--- config.mk ---
export PLATFORM = sky130hd
export DESIGN_NAME = bzev_cell
export DESIGN_NICKNAME = d
export VERILOG_FILES = /design/src/hdl/bzev_pkg.sv /design/src/hdl/bzev_cell.sv
export SDC_FILE = /design/constraint.sdc
export NUM_CORES = 2
export LEC_CHECK = 0
export ABC_AREA = 1
export BUFFER_PORTS_ARGS = -buffer_cell sky130_fd_sc_hd__buf_2
export CORE_ASPECT_RATIO = 0.75
export CORE_MARGIN = 8
export CORE_UTILIZATION = 46
export CTS_CLUSTER_DIAMETER = 150
export CTS_CLUSTER_SIZE = 10
export DETAILED_ROUTE_END_ITERATION = 6
export PLACE_DENSITY = 0.59
export SETUP_SLACK_MARGIN = 0.3
export SKIP_CTS_REPAIR_TIMING = 1
export SYNTH_ARGS = -nofsm -noshare
export SYNTH_HDL_FRONTEND = slang
export SYNTH_SLANG_ARGS = --single-unit
--- constraint.sdc ---
create_clock -name clk -period 18.75 [get_ports clk]
set_input_delay 3.75 -clock clk [delete_from_list [all_inputs] [get_ports clk]]
set_output_delay 3.75 -clock clk [all_outputs]
set_load 0.02 [all_outputs]
--- src/hdl/bzev_pkg.sv ---
// Shared constants and types for the cubic Bezier point evaluator.
package bzev_pkg;

  localparam int COORD_BITS      = 10;
  localparam int PARAM_FRAC_BITS = 10;
  localparam int CONTROL_POINTS  = 4;

  // One interpolation level per control point beyond the first.
  localparam int LEVELS  = CONTROL_POINTS - 1;
  localparam int PARAM_W = PARAM_FRAC_BITS + 1;
  // Widest exact value entering a cell, and the exact value leaving it.
  localparam int ACC_W   = COORD_BITS + (LEVELS - 1) * PARAM_FRAC_BITS;
  localparam int SUM_W   = ACC_W + PARAM_FRAC_BITS;
  localparam int PROD_W  = ACC_W + PARAM_W;
  // Input register plus one register per level.
  localparam int LATENCY = LEVELS + 1;

  localparam logic [PARAM_W-1:0] PARAM_ONE = PARAM_W'(1) << PARAM_FRAC_BITS;

  // Register file: four control points, x and y each.
  localparam int POINT_REGS  = 4;
  localparam int CFG_INDEX_W = 3;

  typedef enum logic [CFG_INDEX_W-1:0] {
    REG_P0_X = 3'd0,
    REG_P0_Y = 3'd1,
    REG_P1_X = 3'd2,
    REG_P1_Y = 3'd3,
    REG_P2_X = 3'd4,
    REG_P2_Y = 3'd5,
    REG_P3_X = 3'd6,
    REG_P3_Y = 3'd7
  } reg_index_t;

endpackage

--- src/hdl/bzev_cell.sv ---
// One interpolation cell: value = (1 - t) * left + t * right, kept exact.
module bzev_cell (
  input  logic                          clk,
  input  logic [bzev_pkg::ACC_W-1:0]    left,
  input  logic [bzev_pkg::ACC_W-1:0]    right,
  input  logic [bzev_pkg::PARAM_W-1:0]  t,
  output logic [bzev_pkg::SUM_W-1:0]    value
);

  localparam int PROD_W = bzev_pkg::PROD_W;
  localparam int SUM_W  = bzev_pkg::SUM_W;

  logic [bzev_pkg::PARAM_W-1:0] u;
  logic [PROD_W-1:0]            sum;

  always_comb begin
    u   = bzev_pkg::PARAM_ONE - t;
    // convex weights, so the sum never leaves SUM_W bits
    sum = PROD_W'(left) * PROD_W'(u) + PROD_W'(right) * PROD_W'(t);
  end

  always_ff @(posedge clk) begin
    value <= sum[SUM_W-1:0];
  end

endmodule

* Yosys cells after proc, flatten, opt, wreduce, memory -nomap -nowiden
Index checks and enable logic that the tools add are counted.
** Word-level totals
- Word-level logic and storage cells :: 5
- Input bits :: 72
- Output and inout port bits :: 40
- Bits in registers :: 40
** Cells by class
- Add/subtract/negate cells :: 2
- Multipliers :: 2
** Operators by type and width (count)
- 30-bit by 11-bit multiplier with 40-bit output :: 2
- 40-bit adder :: 1
- 11-bit subtractor (first input constant) :: 1

* Depth between registers and ports, before layout
- Depth in word-level cells :: 3
- Gate-level depth with buffers :: 38
- Mapped depth without buffers :: 35

* Worst setup path before layout
OpenSTA, ideal clock, no wires.
- Path kind :: input -> register
- From :: input t[0] (netlist name)
- To :: register value[39] (netlist name)
- Setup time :: 113 ps
- Data required time :: 18637 ps
- Buffers on the path :: 4
- Path slack :: 8462 ps
- Stages on the path :: 35
- Data arrival time :: 10175 ps
- Cells stage by stage :: buf_2 clkbuf_1 inv_1 ha_1 nand4_1 nor2_1 nand2_1 or3_1 nand2_1 buf_4 buf_4 nor2_1 fa_1 inv_1 fa_1 inv_1 fa_1 inv_1 fa_1 inv_1 fa_1 fa_1 inv_1 fa_1 inv_1 ha_1 nand2_1 nor2_1 nand2_1 nor3b_1 nand3_1 inv_1 nor2_1 nand3_1 nand2_1
** Between the ends
- Word-level cells in the longest chain between the ends :: 3
- Elaborated cells between the ends (all ways) :: 4
- Classes of those cells :: 2 x add/sub; 2 x mul
** Ends and longest elaborated chain
- from (decl) :: RTL line bzev_cell.sv:6 : input logic [bzev_pkg::PARAM_W-1:0] t,
- 11-bit subtractor :: RTL line bzev_cell.sv:17 : u = bzev_pkg::PARAM_ONE - t;
- 30-bit by 11-bit multiplier with 40-bit output :: RTL line bzev_cell.sv:19 : sum = PROD_W'(left) * PROD_W'(u) + PROD_W'(right) * PROD_W'(t);
- 40-bit adder * :: RTL line bzev_cell.sv:19
- via sum[39] :: RTL line bzev_cell.sv:14 : logic [PROD_W-1:0] sum;
- to (signal assigned) :: RTL line bzev_cell.sv:23 : value <= sum[SUM_W-1:0];
- to (decl) :: RTL line bzev_cell.sv:7 : output logic [bzev_pkg::SUM_W-1:0] value
The timed path passes the listed nets; every way through them passes the cells marked *.

* Worst setup path after layout
- From :: input t[0] (netlist name)
- To :: register value[24] (netlist name)
The elaborated chain is that of the path after synthesis.

==> run metrics <==
initial core utilization 0.466; Post-Synthesis Cells about 2800; register area 801 sq um; area delta synth->final 5.29%; metal2 WL 30400 microns; Pre-antenna DRT Iters 5; relative slew slack 0.260; final-report hold violation count 0; total number of vias 17300; TritonCTS Buffers 5; Final Slew Violations 0; routed wl met3 3750 microns; Multi-input gate area 0.0176 sq mm; Ys Warns 0; DRC 0; asr flop ratio synth 0; EDFF count, synth 0; post-detailed-route count of antenna-violating nets 0; status complete, no violations; fill count 4779; CP Class in -> reg; Final #Nets around 3600; # port buffers between 100 and 150; Root Driver clkbuf_16; Slowest Stage Delay on Critical Path 780 ps; I/O pin count 112; CP most frequent cell fa_1; syn_area_per_cell just under 8 sq um; max FFs per register 40; met1 WL around 25000 microns; most used flip-flop cell after synthesis dfxtp_1; Num Clock Sinks 40; Rows 69; share of cells above drive strength 1 0.0474; placed cells 3483; routed len/inst 17.6 microns; Tmin final 12180 ps; endpoint class of the critical path register; worst hold path class in -> reg; # setup viols final 0; HPWL Detailed 53900 microns; Startpoint Class input pin; largest reg by FF count value; Netlist cell types 29; worst slew pin tran 1110 ps; fin cells around 3500; die width 269 microns; WP data arrival 12390 ps; number of global-route vias before repair about 19000; max cap viols 0; DIE AREA 0.0554 sq mm; total gr overflow 0; sequential cell area fraction in the yosys report 0.0362; GP Congestion 0.905; Net Count, Synth about 3600; largest net degree at the start of global routing 63; CTS tree done; H-tree levels 2; first-pass GRT wire length 99900 microns; max layer used met5; fin crit share 0.649; WP data required 18960 ps; flops & latches, synth 40; setup TNS 0 ps; All-Layer GR Usage 0.226; Peak Freq 82.1 MHz; Iter 0 DRT Violations 1050; CP max FO 62; Die H 206 microns; largest registers value x40; clk buf depth 2; RSZ-0062 raised after global routing false; initial antenna violation count 5; final WL 61300 microns; Clock transition at path regs 60 ps; drt via density 4.97; Post-Syn Area 0.0221 sq mm; Worst path slowest cell nand2_1; Core ar. 0.0474 sq mm
area by class of cell:
cell class,instances,area share
antenna,1,0.000108
clock buffer,5,0.00538
clock inverter,2,0.000538
inverter,870,0.140
multi-input combinational,1812,0.758
sequential,40,0.0344
tap,639,0.0343
timing repair buffer,122,0.0274
path summary, 6_finish.rpt:
path,end,cells after the start,startpoint,slack (ps)
max,value[24],27,t[0],6570
min,value[0],4,left[0],3940
per-layer routing:
| metal | up-vias | global-route usage |
|---|---|---|
| li1 | 7863 | - |
| met1 | 8798 | 0.284 |
| met2 | 543 | 0.399 |
| met3 | 136 | 0.0377 |
| met4 | 6 | 0.0681 |
| met5 | - | 0 |
cells in the mapped netlist (all sizes together), types with 7 or more instances:
cell,n,share of area
nor2,237,0.040
xor2,19,0.0075
o21bai,11,0.0037
ha,123,0.070
nor3,12,0.0029
clkbuf,96,0.016
o21ai,23,0.0052
nand3,46,0.010
fa,574,0.52
a21oi,41,0.0093
nand2,689,0.12
dfxtp,40,0.036
nand4,11,0.0031
inv,868,0.15
buf,7,0.0022
cells in the final DEF (no fill, tap or decap), types with 2 or more instances in the layout:
cell       count
xnor2_1        6
nand3b_1       5
nor2_1       237
dfxtp_1       40
xor2_1        19
buf_2        111
o21ai_0       23
or3_1          2
inv_1        868
or2_2          5
ha_1         123
a21o_1         4
fa_1         574
clkbuf_16      5
nand2_1      689
a21boi_0       2
o21bai_1      11
nand3_1       46
nor3_1        11
clkinv_1       2
buf_4         11
nand4_1       11
a21oi_1       41
critical path, delay by kind of cell:
kind          cells  cell delay (ps)
xor+xnor          1              150
buf+inv           6             1290
simple gates     11             3040
fa+ha+maj         9             4100
per-stage QoR:
| step | hold slack [ps] | instance area, sq um | worst slack (ps) | util |
|---|---|---|---|---|
| 6_report | 3940 | 23300 | 6570 | 0.491 |
| 2_1_floorplan | 3960 | 22100 | 8460 | - |
| 3_5_place_dp | 4170 | 23100 | 6410 | 0.488 |
| 4_1_cts | 3950 | 23300 | 6680 | 0.491 |
| 3_3_place_gp | 4170 | 23100 | 6360 | 0.488 |
| 5_1_grt | 3960 | 23300 | 6130 | 0.491 |
cell families (layout without fill, tap and decap cells):
logic type / Yosys count / count (layout) / synth area share
simple gates: 1009 / 1009 / 0.178
compound gates: 81 / 81 / 0.0203
flops: 40 / 40 / 0.0362
xor+xnor: 25 / 25 / 0.00990
other cells: 0 / 1 / 0
fa+ha+maj: 697 / 697 / 0.589
buf+inv: 973 / 999 / 0.166
Power is not shown: default switching activity piles up to over one toggle a cycle in this logic, so the estimate is an artifact.
